===== src/hw/rtl/los_pkg.sv =====
// Package for the lateral offset avoid sequencer.
// Holds the request codes, the register set and beat types shared by all modules.
// No dependencies.
package los_pkg;

   localparam logic [2:0] REQ_TICK    = 3'd0;
   localparam logic [2:0] REQ_VISION  = 3'd1;
   localparam logic [2:0] REQ_FORCE   = 3'd2;
   localparam logic [2:0] REQ_ENABLE  = 3'd3;
   localparam logic [2:0] REQ_DISABLE = 3'd4;

   localparam logic [2:0] CSR_RIGHT_MAX      = 3'd0;
   localparam logic [2:0] CSR_LEFT_MAX       = 3'd1;
   localparam logic [2:0] CSR_RING_RIGHT_MAX = 3'd2;
   localparam logic [2:0] CSR_RING_LEFT_MAX  = 3'd3;
   localparam logic [2:0] CSR_SHIFT_STEP     = 3'd4;
   localparam logic [2:0] CSR_RETURN_STEP    = 3'd5;
   localparam logic [2:0] CSR_HOLD_TICKS     = 3'd6;

   localparam logic [1:0] TARGET_NONE  = 2'd0;
   localparam logic [1:0] TARGET_LEFT  = 2'd1;
   localparam logic [1:0] TARGET_RIGHT = 2'd2;

   localparam logic [7:0] SIDE_MAX_LIMIT = 8'd160;
   localparam logic [6:0] RING_MAX_LIMIT = 7'd100;
   localparam logic [5:0] STEP_LIMIT     = 6'd40;
   localparam logic [8:0] HOLD_LIMIT     = 9'd500;

   typedef struct packed {
      logic [7:0] right_max;
      logic [7:0] left_max;
      logic [6:0] ring_right_max;
      logic [6:0] ring_left_max;
      logic [5:0] shift_step;
      logic [5:0] return_step;
      logic [8:0] hold_ticks;
   } cfg_type;

   typedef struct packed {
      logic [2:0] req_type;
      logic [1:0] target_code;
      logic       on_ring;
   } item_type;

endpackage


===== src/hw/rtl/los_csr.sv =====
// Configuration registers of the lateral offset sequencer, saturated on write.
// Depends on los_pkg.
module los_csr (
   input  logic             clock,
   input  logic             reset,
   input  logic             csr_we,
   input  logic [2:0]       csr_addr,
   input  logic [8:0]       csr_wdata,
   output los_pkg::cfg_type cfg
);

   los_pkg::cfg_type cfg_ff;
   los_pkg::cfg_type cfg_in;

   always_comb begin
      cfg_in = cfg_ff;
      if (csr_we) begin
         case (csr_addr)
            los_pkg::CSR_RIGHT_MAX: begin
               cfg_in.right_max = (csr_wdata[7:0] > los_pkg::SIDE_MAX_LIMIT) ?
                                  los_pkg::SIDE_MAX_LIMIT : csr_wdata[7:0];
            end
            los_pkg::CSR_LEFT_MAX: begin
               cfg_in.left_max = (csr_wdata[7:0] > los_pkg::SIDE_MAX_LIMIT) ?
                                 los_pkg::SIDE_MAX_LIMIT : csr_wdata[7:0];
            end
            los_pkg::CSR_RING_RIGHT_MAX: begin
               cfg_in.ring_right_max = (csr_wdata[6:0] > los_pkg::RING_MAX_LIMIT) ?
                                       los_pkg::RING_MAX_LIMIT : csr_wdata[6:0];
            end
            los_pkg::CSR_RING_LEFT_MAX: begin
               cfg_in.ring_left_max = (csr_wdata[6:0] > los_pkg::RING_MAX_LIMIT) ?
                                      los_pkg::RING_MAX_LIMIT : csr_wdata[6:0];
            end
            los_pkg::CSR_SHIFT_STEP: begin
               if (csr_wdata[5:0] == 6'd0) begin
                  cfg_in.shift_step = 6'd1;
               end else if (csr_wdata[5:0] > los_pkg::STEP_LIMIT) begin
                  cfg_in.shift_step = los_pkg::STEP_LIMIT;
               end else begin
                  cfg_in.shift_step = csr_wdata[5:0];
               end
            end
            los_pkg::CSR_RETURN_STEP: begin
               if (csr_wdata[5:0] == 6'd0) begin
                  cfg_in.return_step = 6'd1;
               end else if (csr_wdata[5:0] > los_pkg::STEP_LIMIT) begin
                  cfg_in.return_step = los_pkg::STEP_LIMIT;
               end else begin
                  cfg_in.return_step = csr_wdata[5:0];
               end
            end
            los_pkg::CSR_HOLD_TICKS: begin
               cfg_in.hold_ticks = (csr_wdata > los_pkg::HOLD_LIMIT) ?
                                   los_pkg::HOLD_LIMIT : csr_wdata;
            end
            default: begin
               cfg_in = cfg_ff;
            end
         endcase
      end
   end

   always_ff @(posedge clock) begin
      if (reset) begin
         cfg_ff.right_max      <= 8'd60;
         cfg_ff.left_max       <= 8'd60;
         cfg_ff.ring_right_max <= 7'd24;
         cfg_ff.ring_left_max  <= 7'd24;
         cfg_ff.shift_step     <= 6'd6;
         cfg_ff.return_step    <= 6'd4;
         cfg_ff.hold_ticks     <= 9'd50;
      end else begin
         cfg_ff <= cfg_in;
      end
   end

   assign cfg = cfg_ff;

endmodule


===== src/hw/rtl/los_core.sv =====
// Mode machine and bias ramp of the lateral offset sequencer; the state
// registers double as the result register. Depends on los_pkg.
module los_core (
   input  logic              clock,
   input  logic              reset,
   input  los_pkg::cfg_type  cfg,
   input  logic              item_valid,
   input  los_pkg::item_type item,
   output logic              item_ready,
   output logic              out_valid,
   input  logic              out_ready,
   output logic signed [8:0] out_bias,
   output logic [2:0]        out_mode
);

   typedef enum logic [2:0] {
      MODE_DISABLED = 3'd0,
      MODE_IDLE     = 3'd1,
      MODE_SHIFT    = 3'd2,
      MODE_HOLD     = 3'd3,
      MODE_RETURN   = 3'd4,
      MODE_LOCK     = 3'd5
   } mode_type;

   mode_type          mode_ff, mode_in;
   logic [1:0]        pending_ff, pending_in;
   logic              dir_neg_ff, dir_neg_in;
   logic signed [8:0] bias_ff, bias_in;
   logic [8:0]        hold_ff, hold_in;
   logic              ring_ff, ring_in;
   logic              valid_ff, valid_in;

   logic              take;
   logic              has_target;
   logic [7:0]        mag;
   logic signed [8:0] full_off;
   logic signed [8:0] shift_next;
   logic signed [8:0] return_next;
   logic [8:0]        hold_inc;

   function automatic logic signed [8:0] approach(input logic signed [8:0] v,
                                                  input logic signed [8:0] tgt,
                                                  input logic [5:0] step);
      logic signed [9:0] s;
      logic signed [9:0] t;
      s = {v[8], v};
      t = {tgt[8], tgt};
      if (s < t) begin
         s = s + $signed({4'b0000, step});
         if (s > t) begin
            s = t;
         end
      end else if (s > t) begin
         s = s - $signed({4'b0000, step});
         if (s < t) begin
            s = t;
         end
      end
      return s[8:0];
   endfunction

   assign item_ready = !valid_ff || out_ready;
   assign take       = item_valid && item_ready;
   assign has_target = (pending_ff == los_pkg::TARGET_LEFT) ||
                       (pending_ff == los_pkg::TARGET_RIGHT);

   always_comb begin
      if (dir_neg_ff) begin
         mag = ring_ff ? {1'b0, cfg.ring_right_max} : cfg.right_max;
      end else begin
         mag = ring_ff ? {1'b0, cfg.ring_left_max} : cfg.left_max;
      end
      full_off = dir_neg_ff ? -$signed({1'b0, mag}) : $signed({1'b0, mag});
   end

   assign shift_next  = approach(bias_ff, full_off, cfg.shift_step);
   assign return_next = approach(bias_ff, 9'sd0, cfg.return_step);
   assign hold_inc    = hold_ff + 9'd1;

   always_comb begin
      mode_in    = mode_ff;
      pending_in = pending_ff;
      dir_neg_in = dir_neg_ff;
      bias_in    = bias_ff;
      hold_in    = hold_ff;
      ring_in    = ring_ff;
      valid_in   = valid_ff;
      if (out_ready) begin
         valid_in = 1'b0;
      end
      if (take) begin
         valid_in = 1'b1;
         case (item.req_type)
            los_pkg::REQ_TICK: begin
               case (mode_ff)
                  MODE_DISABLED: begin
                     bias_in    = 9'sd0;
                     dir_neg_in = 1'b0;
                     hold_in    = 9'd0;
                     ring_in    = 1'b0;
                  end
                  MODE_IDLE: begin
                     bias_in    = 9'sd0;
                     dir_neg_in = 1'b0;
                     hold_in    = 9'd0;
                     ring_in    = 1'b0;
                     if (has_target) begin
                        ring_in    = item.on_ring;
                        dir_neg_in = (pending_ff != los_pkg::TARGET_LEFT);
                        mode_in    = MODE_SHIFT;
                     end
                  end
                  MODE_SHIFT: begin
                     bias_in = shift_next;
                     if (shift_next == full_off) begin
                        hold_in = 9'd0;
                        mode_in = MODE_HOLD;
                     end
                  end
                  MODE_HOLD: begin
                     bias_in = full_off;
                     hold_in = hold_inc;
                     if (hold_inc >= cfg.hold_ticks) begin
                        hold_in = 9'd0;
                        mode_in = MODE_RETURN;
                     end
                  end
                  MODE_RETURN: begin
                     bias_in = return_next;
                     if (return_next == 9'sd0) begin
                        dir_neg_in = 1'b0;
                        hold_in    = 9'd0;
                        mode_in    = MODE_LOCK;
                     end
                  end
                  MODE_LOCK: begin
                     bias_in    = 9'sd0;
                     dir_neg_in = 1'b0;
                     if (!has_target) begin
                        pending_in = los_pkg::TARGET_NONE;
                        hold_in    = 9'd0;
                        ring_in    = 1'b0;
                        mode_in    = MODE_IDLE;
                     end
                  end
                  default: begin
                     mode_in    = MODE_IDLE;
                     pending_in = los_pkg::TARGET_NONE;
                     dir_neg_in = 1'b0;
                     bias_in    = 9'sd0;
                     hold_in    = 9'd0;
                     ring_in    = 1'b0;
                  end
               endcase
            end
            los_pkg::REQ_VISION: begin
               if (mode_ff != MODE_DISABLED) begin
                  pending_in = item.target_code;
               end
            end
            los_pkg::REQ_FORCE: begin
               if (mode_ff != MODE_DISABLED) begin
                  pending_in = los_pkg::TARGET_LEFT;
               end
            end
            los_pkg::REQ_ENABLE, los_pkg::REQ_DISABLE: begin
               mode_in    = (item.req_type == los_pkg::REQ_ENABLE) ?
                            MODE_IDLE : MODE_DISABLED;
               pending_in = los_pkg::TARGET_NONE;
               dir_neg_in = 1'b0;
               bias_in    = 9'sd0;
               hold_in    = 9'd0;
               ring_in    = 1'b0;
            end
            default: begin
               mode_in = mode_ff;
            end
         endcase
      end
   end

   always_ff @(posedge clock) begin
      if (reset) begin
         mode_ff    <= MODE_DISABLED;
         pending_ff <= los_pkg::TARGET_NONE;
         dir_neg_ff <= 1'b0;
         bias_ff    <= 9'sd0;
         hold_ff    <= 9'd0;
         ring_ff    <= 1'b0;
         valid_ff   <= 1'b0;
      end else begin
         mode_ff    <= mode_in;
         pending_ff <= pending_in;
         dir_neg_ff <= dir_neg_in;
         bias_ff    <= bias_in;
         hold_ff    <= hold_in;
         ring_ff    <= ring_in;
         valid_ff   <= valid_in;
      end
   end

   assign out_valid = valid_ff;
   assign out_bias  = bias_ff;
   assign out_mode  = mode_ff;

endmodule


===== src/hw/rtl/lateral_offset_avoid_sequencer.sv =====
// Top level of the lateral offset avoid sequencer: input register, CSRs, core.
// Depends on los_pkg, los_csr and los_core.
//
//   group  dir  beat contents
//   req_   in   tuser: req_type; tdata: target_code, on_ring
//   rsp_   out  tdata: bias, mode; one beat per req beat
//   csr_   in   csr_we, csr_addr, csr_wdata; write only, no wait
//
// One beat per cycle sustained while rsp_tready stays high; a request beat passes
// through the input register, then the mode/bias state that forms the result.
// Reset is synchronous: mode disabled, bias zero, CSRs at their defaults.
// A stalled rsp_ side holds the result and lets one more request beat wait
// in the input register before req_tready drops.
module lateral_offset_avoid_sequencer (
   input  logic        clock,
   input  logic        reset,
   input  logic        req_tvalid,
   output logic        req_tready,
   input  logic [7:0]  req_tdata,   // [1:0] target_code, [2] on_ring, [7:3] zero
   input  logic [2:0]  req_tuser,   // [2:0] req_type
   output logic        rsp_tvalid,
   input  logic        rsp_tready,
   output logic [15:0] rsp_tdata,   // [8:0] bias, [11:9] mode, [15:12] zero
   input  logic        csr_we,
   input  logic [2:0]  csr_addr,
   input  logic [8:0]  csr_wdata
);

   los_pkg::cfg_type  cfg;
   los_pkg::item_type item_ff, item_in;
   logic              item_valid_ff, item_valid_in;
   logic              core_ready;
   logic signed [8:0] bias;
   logic [2:0]        mode;
   logic              req_take;

   assign req_tready = !item_valid_ff || core_ready;
   assign req_take   = req_tvalid && req_tready;

   always_comb begin
      item_in       = item_ff;
      item_valid_in = item_valid_ff;
      if (core_ready) begin
         item_valid_in = 1'b0;
      end
      if (req_take) begin
         item_valid_in       = 1'b1;
         item_in.req_type    = req_tuser;
         item_in.target_code = req_tdata[1:0];
         item_in.on_ring     = req_tdata[2];
      end
   end

   always_ff @(posedge clock) begin
      if (reset) begin
         item_valid_ff <= 1'b0;
      end else begin
         item_valid_ff <= item_valid_in;
      end
      item_ff <= item_in;
   end

   los_csr u_csr (
      .clock     (clock),
      .reset     (reset),
      .csr_we    (csr_we),
      .csr_addr  (csr_addr),
      .csr_wdata (csr_wdata),
      .cfg       (cfg)
   );

   los_core u_core (
      .clock      (clock),
      .reset      (reset),
      .cfg        (cfg),
      .item_valid (item_valid_ff),
      .item       (item_ff),
      .item_ready (core_ready),
      .out_valid  (rsp_tvalid),
      .out_ready  (rsp_tready),
      .out_bias   (bias),
      .out_mode   (mode)
   );

   assign rsp_tdata = {4'b0000, mode, bias};

endmodule

===== config.mk =====
export PLATFORM = sky130hd
export DESIGN_NAME = lateral_offset_avoid_sequencer
export DESIGN_NICKNAME = d
export VERILOG_FILES = /design/src/hw/rtl/los_pkg.sv /design/src/hw/rtl/los_csr.sv /design/src/hw/rtl/los_core.sv /design/src/hw/rtl/lateral_offset_avoid_sequencer.sv
export SDC_FILE = /design/constraint.sdc
export NUM_CORES = 1
export LEC_CHECK = 0
export BUFFER_PORTS_ARGS = -buffer_cell sky130_fd_sc_hd__buf_4
export CAP_MARGIN = 25
export CORE_MARGIN = 4
export CORE_UTILIZATION = 50
export CTS_CLUSTER_SIZE = 40
export DETAILED_ROUTE_END_ITERATION = 12
export GPL_TIMING_DRIVEN = 0
export HOLD_SLACK_MARGIN = 0.12
export PLACE_DENSITY = 0.73
export SYNTH_ARGS = -nofsm -noshare
export SYNTH_HDL_FRONTEND = slang
export SYNTH_SLANG_ARGS = --single-unit

===== constraint.sdc =====
create_clock -name clock -period 5.86 [get_ports clock]
set_input_delay 0 -clock clock [delete_from_list [all_inputs] [get_ports clock]]
set_output_delay 0 -clock clock [all_outputs]
set_load 0.01 [all_outputs]

# Word-level counts from Yosys, hierarchy flattened
# Index checks and enable logic that the tools add are counted.
dict set report word_totals {
  ff_bits 84
  in_bits 28
  output_inout_bits 18
  word_cells 151
}
dict set report op_classes {
  add_sub_neg 6
  n_lt_le_gt_ge 13
  eq_ne 30
  n_mux 50
  n_reduce_logical 34
}
# cell n
set ops {}
lappend ops {{$mux W9} 14}
lappend ops {{$pmux W9 S2} 2}
lappend ops {{$pmux W9 S4} 1}
lappend ops {{$mux W8} 4}
lappend ops {{$pmux W9 S3} 1}
lappend ops {{$add A9 B7 Y10} 2}
lappend ops {{$sub A9 B7 Y10} 2}
lappend ops {{$eq A3 B2 Y1 const B} 6}
lappend ops {{$eq A3 B3 Y1 const B} 6}
lappend ops {{$pmux W3 S6} 1}
lappend ops {{$reduce_and A2 Y1} 8}
lappend ops {{$mux W3} 5}
lappend ops {{$mux W6} 2}
lappend ops {{$ne A3 B2 Y1 const B} 4}
lappend ops {{$gt A10 B1 Y1 const B} 1}
lappend ops {{$gt A10 B9 Y1} 1}
lappend ops {{$lt A10 B1 Y1 const B} 1}
lappend ops {{$lt A10 B9 Y1} 1}
lappend ops {{$add A9 B1 Y9 const B} 1}
lappend ops {{$eq A3 B1 Y1 const B} 3}
lappend ops {{$eq A9 B9 Y1} 1}
lappend ops {{$ge A9 B9 Y1} 1}
lappend ops {{$gt A9 B1 Y1 const B} 1}
lappend ops {{$gt A9 B9 Y1} 1}
lappend ops {{36 further kinds} 63}

# Logic depth before layout (Yosys ltp)
# Gate-level depths: netlist (run 1).
dict set report logic_depth {
  depth_word 12
  mapped_depth 22
  depth_no_buf 20
}

# Cells and area by module
# Synthesis (run 1) repeated with hierarchy kept, for this count alone.
dict set report unflattened {
  hier_cells 942
  area_unflattened_um2 7566.0
}
# mod n_inst cells_each area_per_inst_um2 seq_area_each_um2
set by_module_without_submodules {}
lappend by_module_without_submodules {los_core 1 688 5147.4 520.5}
lappend by_module_without_submodules {los_csr 1 238 2149.6 1021.0}
lappend by_module_without_submodules {lateral_offset_avoid_sequencer 1 16 269.0 200.2}

# Worst setup path after synthesis (run 1)
# Ideal clock, no wire load.
dict set report synth_timing {
  path_type {register to register}
  from {register u_core.ring_ff}
  to {register u_core.hold_ff[3]}
  setup_time_ns 0.084
  t_arrival_ns 4.687
  t_required_ns 5.776
  setup_slack_ns 1.089
  path_stages_with_launch 21
  path_buffers 3
  period_less_slack_ns 4.771
  cell_sequence {dfxtp_1 buf_6 buf_6 mux4_2 inv_1 ha_1 or3b_1 buf_2 o31ai_4 ha_1 a2111oi_0 a21oi_1 inv_1 o31ai_2 a21oi_2 mux2i_1 o21ai_1 a21oi_2 a32oi_2 or3_4 o31ai_2}
}
dict set report synth_via {
  elab_chain_len 11
  word_cells_on_any_way 16
  classes_between {1 x add/sub; 4 x order compare; 2 x eq/ne; 8 x mux; 1 x reduce/logical}
}
# element line_no
set synth_lines {}
lappend synth_lines {{start: declaration} los_core.sv:30} ;# logic ring_ff, ring_in;
lappend synth_lines {{start signal: assignment} los_core.sv:197} ;# ring_ff <= ring_in;
lappend synth_lines {{$mux W8 (on tied branches)} {los_core.sv:71, los_core.sv:69}}
lappend synth_lines {{$mux W8 (*)} los_core.sv:68} ;# if (dir_neg_ff) begin
lappend synth_lines {{$neg A8 Y9} los_core.sv:73} ;# full_off = dir_neg_ff ? -$signed({1'b0, mag}) : $signed({1'b0, mag});
lappend synth_lines {{$mux W9 (*)} los_core.sv:73}
lappend synth_lines {{$lt A10 B9 Y1} los_core.sv:55} ;# if (s < t) begin
lappend synth_lines {{$mux W9} los_core.sv:55}
lappend synth_lines {{$mux W9} los_core.sv:53} ;# end else if (s > t) begin
lappend synth_lines {{$mux W9} los_core.sv:48} ;# if (s < t) begin
lappend synth_lines {{$eq A9 B9 Y1 (*)} los_core.sv:115} ;# if (shift_next == full_off) begin
lappend synth_lines {{$ne A3 B2 Y1 (no source line) (*)} --}
lappend synth_lines {{$reduce_and A5 Y1 (no source line) (*)} --}
lappend synth_lines {{end signal: assignment} los_core.sv:196} ;# hold_ff <= hold_in;
lappend synth_lines {{end: declaration} los_core.sv:29} ;# logic [8:0] hold_ff, hold_in;
# Every way passes the cells marked *; elsewhere a longest branch is shown, timed or not.
# A chain may end at the register's enable or synchronous reset.

# Worst setup path in the final report (run 1)
dict set report layout_timing {
  from {register u_core.bias_ff[2] (netlist: u_core.out_bias[2])}
  to {register u_core.hold_ff[4]}
}
dict set report layout_via {
  elab_chain_len 8
  word_cells_on_any_way 25
  classes_between {4 x add/sub; 8 x order compare; 3 x eq/ne; 8 x mux; 2 x reduce/logical}
}
# element line_no
set layout_lines {}
lappend layout_lines {{start: declaration} los_core.sv:28} ;# logic signed [8:0] bias_ff, bias_in;
lappend layout_lines {{start signal: assignment} los_core.sv:195} ;# bias_ff <= bias_in;
lappend layout_lines {{$sub A9 B7 Y10} los_core.sv:54} ;# s = s - $signed({4'b0000, step});
lappend layout_lines {{$lt A10 B9 Y1 or $lt A10 B1 Y1 (tied branches)} los_core.sv:55}
lappend layout_lines {{$mux W9} los_core.sv:55}
lappend layout_lines {{$mux W9} los_core.sv:53}
lappend layout_lines {{$mux W9} los_core.sv:48}
lappend layout_lines {{$eq A9 B9 Y1 or $logic_not A9 Y1 (tied branches)} {los_core.sv:115, los_core.sv:130}}
lappend layout_lines {{$ne A3 B2 Y1 (no source line)} --}
lappend layout_lines {{$reduce_and A5 Y1 (no source line) (*)} --}
# Marks and branches as above.

==> impl_metrics.toml, run 1 <==
[sta]
clock_skew_ns = 0.01052
setup_ws_ns = 0.2325
setup_viol = 0
hold_viol = 0
min_period_over_period = 0.9603
fmax_mhz = 177.7
worst_pin_slew_ns = 1.017
drv_slew = 0
period_minus_slack_ns = 5.628
max_slew_margin = 0.3172

[critical_path]
path_class = "flip-flop to flip-flop"
ff2ff_path_depth = 20
arrival_ns = 5.89
path_max_fanout = 10
startpoint_type = "flip-flop"
critPathRequiredTime_ns = 6.12
path_common_cell = "a21oi_1"
critical_path.cell_chain = "ha_1 > clkbuf_1 > a21oi_1 > a21oi_1 > o311ai_2 > nand3_1 > xnor2_1 > ha_1 > a2111oi_0 > a21oi_1 > inv_1 > o31ai_2 > a21oi_2 > mux2i_1 > o21ai_1 > a21oi_2 > a32oi_2 > buf_4 > o211ai_1 > o31ai_2"
crit_path_end_kind = "flip-flop"
worstSetupStartpoint = "u_core.out_bias[2]$_SDFFE_PP0P_"
cp_num_buf_inv = 3
crit_cells = 20
crit_family = "compound AO/OA/AOI/OAI gates"
crit_slowest_cell = "dfxtp_1"
critPathMaxStageDelay_ns = 0.73
worstReg2RegStart = "u_core.out_bias[2]$_SDFFE_PP0P_"

[yosys]
postSynthAreaPerCell_um2 = 7.803
yosys_warnings = 0
synth_seq_area_share = 0.2301
ys_seq_elements = 84
syn-cell-area_um2 = 7569
ys.flop_type = "dfxtp_1"
async_reset_ff_frac = 0
synth_cells = 970
synth_edf_count = 6
ys_types = 99

[layout]
stdcell_count = 1230
layout_commonest_cell = "nor2_1"
syn2layout_area_growth_pct = 14.04
num_antenna_cells = 0
fin_area_um2 = 8631
fill_cells = 1365
final_cell_mix = "nor2_1 (106), nand2_1 (88), dfxtp_1 (77), a21oi_1 (72), ha_1 (58)"
post-route-util = 0.5872
drive_above_1_share = 0.1099
final_net_count = 1131

[placed_design]
placed_cells = 1189
pre_cts_slack_ns = -0.07463
gp_congestion = 0.9569
placed_cell_area_um2 = 8050
hpwl_mm = 17.05
port_buffers = 32

[global_route]
grt_usage = 0.2657
grt_pass1_wl_mm = 36.25
first_global_vias = 7078
grt-ovfl-total = 0
antenna_found_initial = 0
grt_max_degree = 15

[floorplan]
rows = 44
die_h_um = 131.0
start_util = 0.5149
ios = 46
die_w_um = 131.0
core_um2 = 14700
die_area_um2 = 17170

[power_and_ir_drop]
p_int_w = 0.001049
combPwrFrac = 0.131
p_clk_frac = 0.441
leakage_nw = 3.613
switching_share = 0.2544
netSwitchingPower_w = 0.0003580
vdd_ir_drop_max_v = 0.0001416
power.total_w = 0.001407
power.density_nw_per_um2 = 163.1
p_seq_frac = 0.429

[hold_path]
min-delay-start = "csr_wdata[3]"
hold_path_depth = 3
worstHoldPathType = "primary input to flip-flop"

[clock_tree]
numCtsBuffers = 9
clkSinkCount = 84
clkSlewWorstSetupHoldPaths_ns = 0.06
clock_path_buffers = 2
root_buffer = "clkbuf_16"
htreeDepth = 3
cts_tree = "done"
clk-insertion-delay-late_ns = 0.34

[route]
drc = 0
vias = 7741
ant_nets = 0
wl_mm = 22.86
viasPerCell = 6.293
drt-wirelength-per-cell_um = 18.59
drt_iter0_drc = 788
firstDrtPassIters = 6

[outcome]
status = "finished, final reports clean"

[flow_run]
maxCapViolations = 0
==> final cells by class <==
cell class                 count  area (um2)  share of cell area
multi-input combinational    776        5386              0.6241
sequential                    84        1743              0.2019
timing repair buffer          57       478.0             0.05538
clock buffer                  12       246.5             0.02856
buffer                        52       244.0             0.02827
tap                          184       230.2             0.02667
inverter                      61       229.0             0.02653
clock inverter                 4       73.82            0.008553
==> path summary, 6_finish.rpt <==
path | end | slack (ns)
setup / recovery | u_core.hold_ff[4]$_SDFFE_PP0P_ | 0.23
hold / removal | u_csr.cfg[38]$_SDFFE_PP1P_ | 0.12
setup reg to reg | u_core.hold_ff[4]$_SDFFE_PP0P_ | 0.23
hold reg to reg | u_csr.cfg[7]$_SDFFE_PP0P_ | 0.45
==> synthesized netlist by cell type (6+ instances only) <==
master	instances	share of area
nand2_1	88	0.044
mux2i_1	29	0.038
a31oi_1	6	0.0050
or3_1	10	0.0083
o21ai_1	8	0.0053
o21ai_0	35	0.023
clkbuf_1	37	0.018
nand3_1	24	0.016
nand4_1	13	0.011
a22oi_1	8	0.0079
nor4_1	6	0.0050
nor3_1	24	0.016
buf_2	6	0.0040
edfxtp_1	6	0.024
nand2b_1	16	0.013
xor2_1	9	0.010
inv_1	56	0.028
a211oi_1	11	0.011
o211ai_1	28	0.028
or2_2	7	0.0058
a21o_1	13	0.013
o21a_1	6	0.0060
nor2b_1	21	0.017
mux4_2	6	0.018
a21oi_1	72	0.048
and3_1	9	0.0074
xnor2_1	23	0.027
nor2_1	106	0.053
dfxtp_1	78	0.21
ha_1	58	0.096
o31ai_1	6	0.0060
o22ai_1	8	0.0066
==> power groups by stage <==
stage	combinational (W)	clock, W	sequential [W]
after floorplan	0.000117	0	0.000612
after global placement	0.000167	0	0.000615
after detailed placement	0.000168	0	0.000615
after CTS	0.000180	0.000623	0.000603
after global routing	0.000202	0.000649	0.000604
final	0.000184	0.000620	0.000603
==> worst register-to-register path: cells and delay by family, from the launching register on <==
family	cells	cell delay, ns
muxes	1	0.12
xor gates and xnor gates	1	0.24
adders and majority gates	2	0.58
and+or+nand+nor	1	0.24
buffers and inverters	3	0.55
AOI/OAI and AO/OA	12	3.09
DFF	1	0.73
==> what timing repair did <==
action	in CTS	in global routing
buffers inserted	0	4
setup endpoints to repair	9	11
hold buffers	20	0
pin swaps	0	1
hold endpoints to repair	40	0
gates resized for setup	1	4
==> logic make-up after synthesis <==
logic type,after synthesis,synth area share
simple gates,356,0.2339
xor+xnor,32,0.03703
mux,38,0.06067
fa+ha+maj,64,0.1093
other cells,1,0.0004955
flops,84,0.2301
buf+inv,113,0.06249
compound gates,282,0.2660
==> state kept, by name (all words and copies together), names as in the netlist <==
signal             cells
u_core.ring_ff         1
u_core.out_mode        3
u_core.dir_neg_ff      1
item_valid_ff          1
u_core.hold_ff         9
u_core.out_valid       1
item_ff                6
u_core.out_bias        9
u_core.pending_ff      2
u_csr.cfg             51
==> metrics by stage <==
stage / setup TNS, ns / hold WS, ns
after floorplan: 0 / 0.09887
after global placement: 0 / 0.1781
after detailed placement: -0.3019 / 0.1796
after CTS: 0 / 0.1218
after global routing: -0.04050 / 0.1531
final: 0 / 0.1176
==> per-layer routing <==
layer / share of wire / up-vias / wire length (um) / global-route usage
li1: - / 3694 / - / -
met5: 0 / - / 0 / 0
met2: 0.45 / 338 / 10380 / 0.4259
met3: 0.066 / 60 / 1516 / 0.01911
met4: 0.040 / 0 / 905 / 0.1252
met1: 0.44 / 3649 / 10060 / 0.3642
Power figures use the tool's default switching activity.
==> run 2, diff against run 1 <==
- CELL_PAD_IN_SITES_DETAIL_PLACEMENT: not set -> 1
- CELL_PAD_IN_SITES_GLOBAL_PLACEMENT: not set -> 2
- CORE_UTILIZATION: 50 -> 37
- PLACE_DENSITY: 0.73 -> 0.86
==> impl_metrics.toml, run 2 (synthesis gave the netlist of run 1 again) <==
[global_route]
grt_max_degree = 16
antenna_found_initial = 0
grt-ovfl-total = 0
grt_pass1_wl_mm = 41.97
first_global_vias = 7690
grt_usage = 0.2332

[sta]
min_period_over_period = 0.9466
max_slew_margin = 0.3456
fmax_mhz = 180.3
drv_slew = 0
setup_ws_ns = 0.3131
setup_viol = 0
period_minus_slack_ns = 5.547
hold_viol = 0
clock_skew_ns = 0.01214
finalSetupTns_ns = 0
worst_pin_slew_ns = 0.9757

[hold_path]
worstHoldPathType = "primary input to flip-flop"

[placed_design]
pre_cts_slack_ns = 0.1056
gp_congestion = 0.9221
placed_cells = 1276
port_buffers = 32
placed_cell_area_um2 = 8163
hpwl_mm = 20.40

[power_and_ir_drop]
power.density_nw_per_um2 = 153.8
leakage_nw = 3.597
power.total_w = 0.001338
vdd_ir_drop_max_v = 0.0001069

[route]
drc = 0
wl_mm = 26.14
drt_iter0_drc = 513
ant_nets = 0
vias = 7612
viasPerCell = 5.780
firstDrtPassIters = 5
drt-wirelength-per-cell_um = 19.85

[layout]
final_cell_mix = "nor2_1 (106), nand2_1 (88), dfxtp_1 (76), a21oi_1 (72), ha_1 (58)"
largest_register_ffs = 51
layout_commonest_cell = "nor2_1"
multi_input_area_um2 = 5384
num_antenna_cells = 0
fill_cells = 2480
regArea_um2 = 1744
syn2layout_area_growth_pct = 14.96
fin_area_um2 = 8701
stdcell_count = 1317
final_net_count = 1132
drive_above_1_share = 0.1127

[clock_tree]
clkSinkCount = 84
clock_path_buffers = 2
clkSlewWorstSetupHoldPaths_ns = 0.07
cts_tree = "done"
clk-insertion-delay-late_ns = 0.35
root_buffer = "clkbuf_16"
numCtsBuffers = 9
htreeDepth = 3

[floorplan]
die_h_um = 151.0
rows = 52
die_w_um = 151.0
ios = 46
die_area_um2 = 22810
start_util = 0.3752
core_um2 = 20170

[critical_path]
startpoint_type = "flip-flop"
arrival_ns = 5.82
crit_path_end_kind = "flip-flop"
path_max_fanout = 10
critPathRequiredTime_ns = 6.13
path_class = "flip-flop to flip-flop"

[outcome]
status = "finished, final reports clean"

[flow_run]
maxCapViolations = 0
run 2: critical path: stages (launching register included):
cell       delay (ns)
dfxtp_1          0.62
inv_1            0.28
ha_1             0.30
fa_1             0.41
nor2b_1          0.17
o2111ai_1        0.24
a32oi_2          0.40
inv_1            0.08
ha_1             0.30
nand3_1          0.14
or3_1            0.43
mux2i_1          0.36
a21oi_2          0.15
mux2i_1          0.14
o21ai_1          0.34
a21oi_2          0.14
a32oi_2          0.47
buf_4            0.27
o211ai_1         0.12
o31ai_2          0.09
run 2: metal layers:
layer | GRT usage | wire length (um)
met1 | 0.3122 | 12100
met2 | 0.3976 | 12540
met3 | 0.02304 | 802
met4 | 0.07026 | 695
met5 | 0 | 0
run 2: metrics by stage:
step | util | hold slack (ns)
2_1_floorplan | - | 0.09887
3_3_place_gp | 0.4045 | 0.1788
3_5_place_dp | 0.4047 | 0.1792
4_1_cts | 0.4288 | 0.1306
5_1_grt | 0.4314 | 0.1656
6_report | 0.4314 | 0.1408
run 2: final timing paths:
check / from / endpoint / slack (ns) / depth (start not counted)
setup reg to reg: u_core.out_bias[0]$_SDFFE_PP0P_ / u_core.hold_ff[4]$_SDFFE_PP0P_ / 0.31 / 19
hold / removal: csr_we / u_csr.cfg[21]$_SDFFE_PP0P_ / 0.14 / 5
hold reg to reg: u_csr.cfg[7]$_SDFFE_PP0P_ / u_csr.cfg[7]$_SDFFE_PP0P_ / 0.47 / 2
setup / recovery: u_core.out_bias[0]$_SDFFE_PP0P_ / u_core.hold_ff[4]$_SDFFE_PP0P_ / 0.31 / 19
run 2: repair_timing:
action | 4_1_cts | 5_1_grt
resized for setup | 0 | 7
buffers inserted | 0 | 3
setup endpoints to repair | 0 | 13
endpoints found under the hold margin | 42 | 0
hold buffers | 21 | 0
run 2: final cells by class:
type                            count  share of cell area
Timing Repair Buffer               58             0.05580
Multi-Input combinational cell    776              0.6188
Clock buffer                        9             0.02588
Buffer                             52             0.02804
Clock inverter                      7            0.005896
Tap cell                          270             0.03883
Sequential cell                    84              0.2005
Inverter                           61             0.02632
run 2: where the power goes:
part / internal (W) / switching, W / total [W] / leakage (nW)
sequential: 0.000591 / 0.0000125 / 0.000603 / 0.692
clock: 0.000290 / 0.000255 / 0.000545 / 0.137
combinational: 0.0000734 / 0.000117 / 0.000190 / 2.77
==> run 3, diff against run 2 <==
- PLACE_DENSITY: 0.86 -> not set
- PLACE_DENSITY_LB_ADDON: not set -> 0.12
==> impl_metrics.toml, run 3 (synthesis gave the netlist of run 1 again) <==
[critical_path]
crit_family = "compound AO/OA/AOI/OAI gates"
critical_path.cell_chain = "buf_6 > buf_6 > mux4_2 > inv_1 > ha_1 > o21ai_0 > xnor2_1 > o21ai_2 > ha_1 > a21oi_1 > o211ai_1 > a311oi_2 > nor2_1 > a21oi_2 > buf_2 > mux2i_1 > a21boi_0 > a2bb2oi_1 > o22ai_1 > a222oi_1 > nor2_1"
path_class = "flip-flop to flip-flop"
timing.rr.end = "u_core.out_bias[2]$_SDFFE_PP0P_"
cp_num_buf_inv = 4
path_max_fanout = 10
startpoint_type = "flip-flop"
ff2ff_path_depth = 21
r2r_slack_ns = 0.31
critPathMaxStageDelay_ns = 0.68
worstReg2RegStart = "u_core.ring_ff$_SDFFE_PP0P_"
arrival_ns = 5.76
critPathRequiredTime_ns = 6.06
crit_path_end_kind = "flip-flop"
crit_slowest_cell = "mux4_2"

[power_and_ir_drop]
power.total_w = 0.001386
leakage_nw = 3.596
power.density_nw_per_um2 = 159.2
p_seq_frac = 0.435
vdd_ir_drop_max_v = 0.0001153
p_int_w = 0.0009978
combPwrFrac = 0.138
switching_share = 0.2800
netSwitchingPower_w = 0.0003880
p_clk_frac = 0.427

[floorplan]
die_area_um2 = 22810
die_w_um = 151.0
rows = 52
die_h_um = 151.0
core_um2 = 20170
start_util = 0.3752
ios = 46

[sta]
max_slew_margin = 0.2932
drv_slew = 0
worst_pin_slew_ns = 1.054
hold_viol = 0
clock_skew_ns = 0.01236
min_period_over_period = 0.9476
fmax_mhz = 180.1
setup_viol = 0
finalSetupTns_ns = 0
rsz0062_at_grt = "false"
period_minus_slack_ns = 5.553

[clock_tree]
clkSlewWorstSetupHoldPaths_ns = 0.06
clkSinkCount = 84
clk-insertion-delay-late_ns = 0.35
root_buffer = "clkbuf_16"
cts_tree = "done"
htreeDepth = 3
clock_path_buffers = 2
numCtsBuffers = 9

[outcome]
status = "finished, final reports clean"

[route]
vias = 7481
drc = 0
viasPerCell = 5.698
firstDrtPassIters = 5
drt_iter0_drc = 395
wl_mm = 27.07
drt-wirelength-per-cell_um = 20.62
ant_nets = 0

[hold_path]
whs_endpoint = "u_csr.cfg[29]$_SDFFE_PP0P_"
hold_path_depth = 5
min-delay-start = "csr_addr[1]"
worstHoldPathType = "primary input to flip-flop"

[placed_design]
port_buffers = 32
gp_congestion = 0.8883
placed_cells = 1276
hpwl_mm = 21.26
placed_cell_area_um2 = 8169

[global_route]
antenna_found_initial = 0
grt_max_degree = 16
grt-ovfl-total = 0
grt_pass1_wl_mm = 42.85
grt_usage = 0.2424
first_global_vias = 7709

[layout]
stdcell_count = 1313
layout_commonest_cell = "nor2_1"
num_antenna_cells = 0
drive_above_1_share = 0.1122
largest_register_ffs = 51
final_net_count = 1128
fill_cells = 2485
final_cell_mix = "nor2_1 (106), nand2_1 (88), dfxtp_1 (75), a21oi_1 (72), ha_1 (58)"
syn2layout_area_growth_pct = 15.03
fin_area_um2 = 8706

[flow_run]
maxCapViolations = 0
==> run 3: how the worst max path moves through the flow <==
stage / startpoint / end / slack, ns / cells past startpoint
3_5_place_dp: u_core.ring_ff$_SDFFE_PP0P_ / u_core.out_bias[2]$_SDFFE_PP0P_ / -0.007 / 21
4_1_cts: u_core.out_bias[2]$_SDFFE_PP0P_ / u_core.out_bias[2]$_SDFFE_PP0P_ / 0.007 / 21
3_3_place_gp: u_core.out_bias[2]$_SDFFE_PP0P_ / u_core.out_bias[2]$_SDFFE_PP0P_ / -0.56 / 21
5_1_grt: u_core.ring_ff$_SDFFE_PP0P_ / u_core.out_bias[2]$_SDFFE_PP0P_ / 0.01 / 21
2_1_floorplan: u_core.ring_ff$_SDFFE_PP0P_ / u_core.hold_ff[3]$_SDFFE_PP0P_ / 1.09 / 20
6_report: u_core.ring_ff$_SDFFE_PP0P_ / u_core.out_bias[2]$_SDFFE_PP0P_ / 0.31 / 21
==> run 3: area by class of cell <==
cell class	count	area (um2)	share of cell area
multi-input cells	776	5395	0.6197
clock buffers	9	225.2	0.02587
clock inverters	7	72.57	0.008336
flip-flops and latches	84	1745	0.2005
inverters	61	229.0	0.02630
well taps	270	337.8	0.03880
plain buffers	52	244.0	0.02803
repair buffers	54	456.7	0.05246
==> run 3: tightest hold or removal path: cells and delay by family <==
family / cells / cell delay [ns]
and+or+nand+nor: 3 / 0.25
buffers and inverters: 1 / 0.13
AOI/OAI and AO/OA: 1 / 0.05
==> run 3: layer usage <==
layer  global-route usage  share of wire
met2               0.4193           0.48
met1               0.3191           0.46
met4              0.07162          0.023
met5                    0              0
met3              0.02573          0.031
==> run 3: through the flow <==
step | utilization | worst slack, ns | hold slack [ns]
after global placement | 0.4045 | -0.5557 | 0.1780
final | 0.4316 | 0.3072 | 0.1379
after global routing | 0.4316 | 0.009979 | 0.1487
after floorplan | - | 1.089 | 0.09887
after detailed placement | 0.4050 | -0.007213 | 0.1804
after CTS | 0.4303 | 0.007140 | 0.1210
==> run 3: repair_timing <==
action,CTS,global route
hold endpoints to repair,39,0
endpoints found under the setup margin,3,15
resized for setup,2,6
hold buffers,19,0
buffers inserted,1,0
pin swaps,1,1
==> run 3: power groups by stage <==
stage,sequential (W),combinational [W],clock [W]
after floorplan,0.000612,0.000117,0
after global placement,0.000616,0.000176,0
after detailed placement,0.000616,0.000178,0
after CTS,0.000603,0.000189,0.000607
after global routing,0.000605,0.000212,0.000630
final,0.000603,0.000191,0.000592
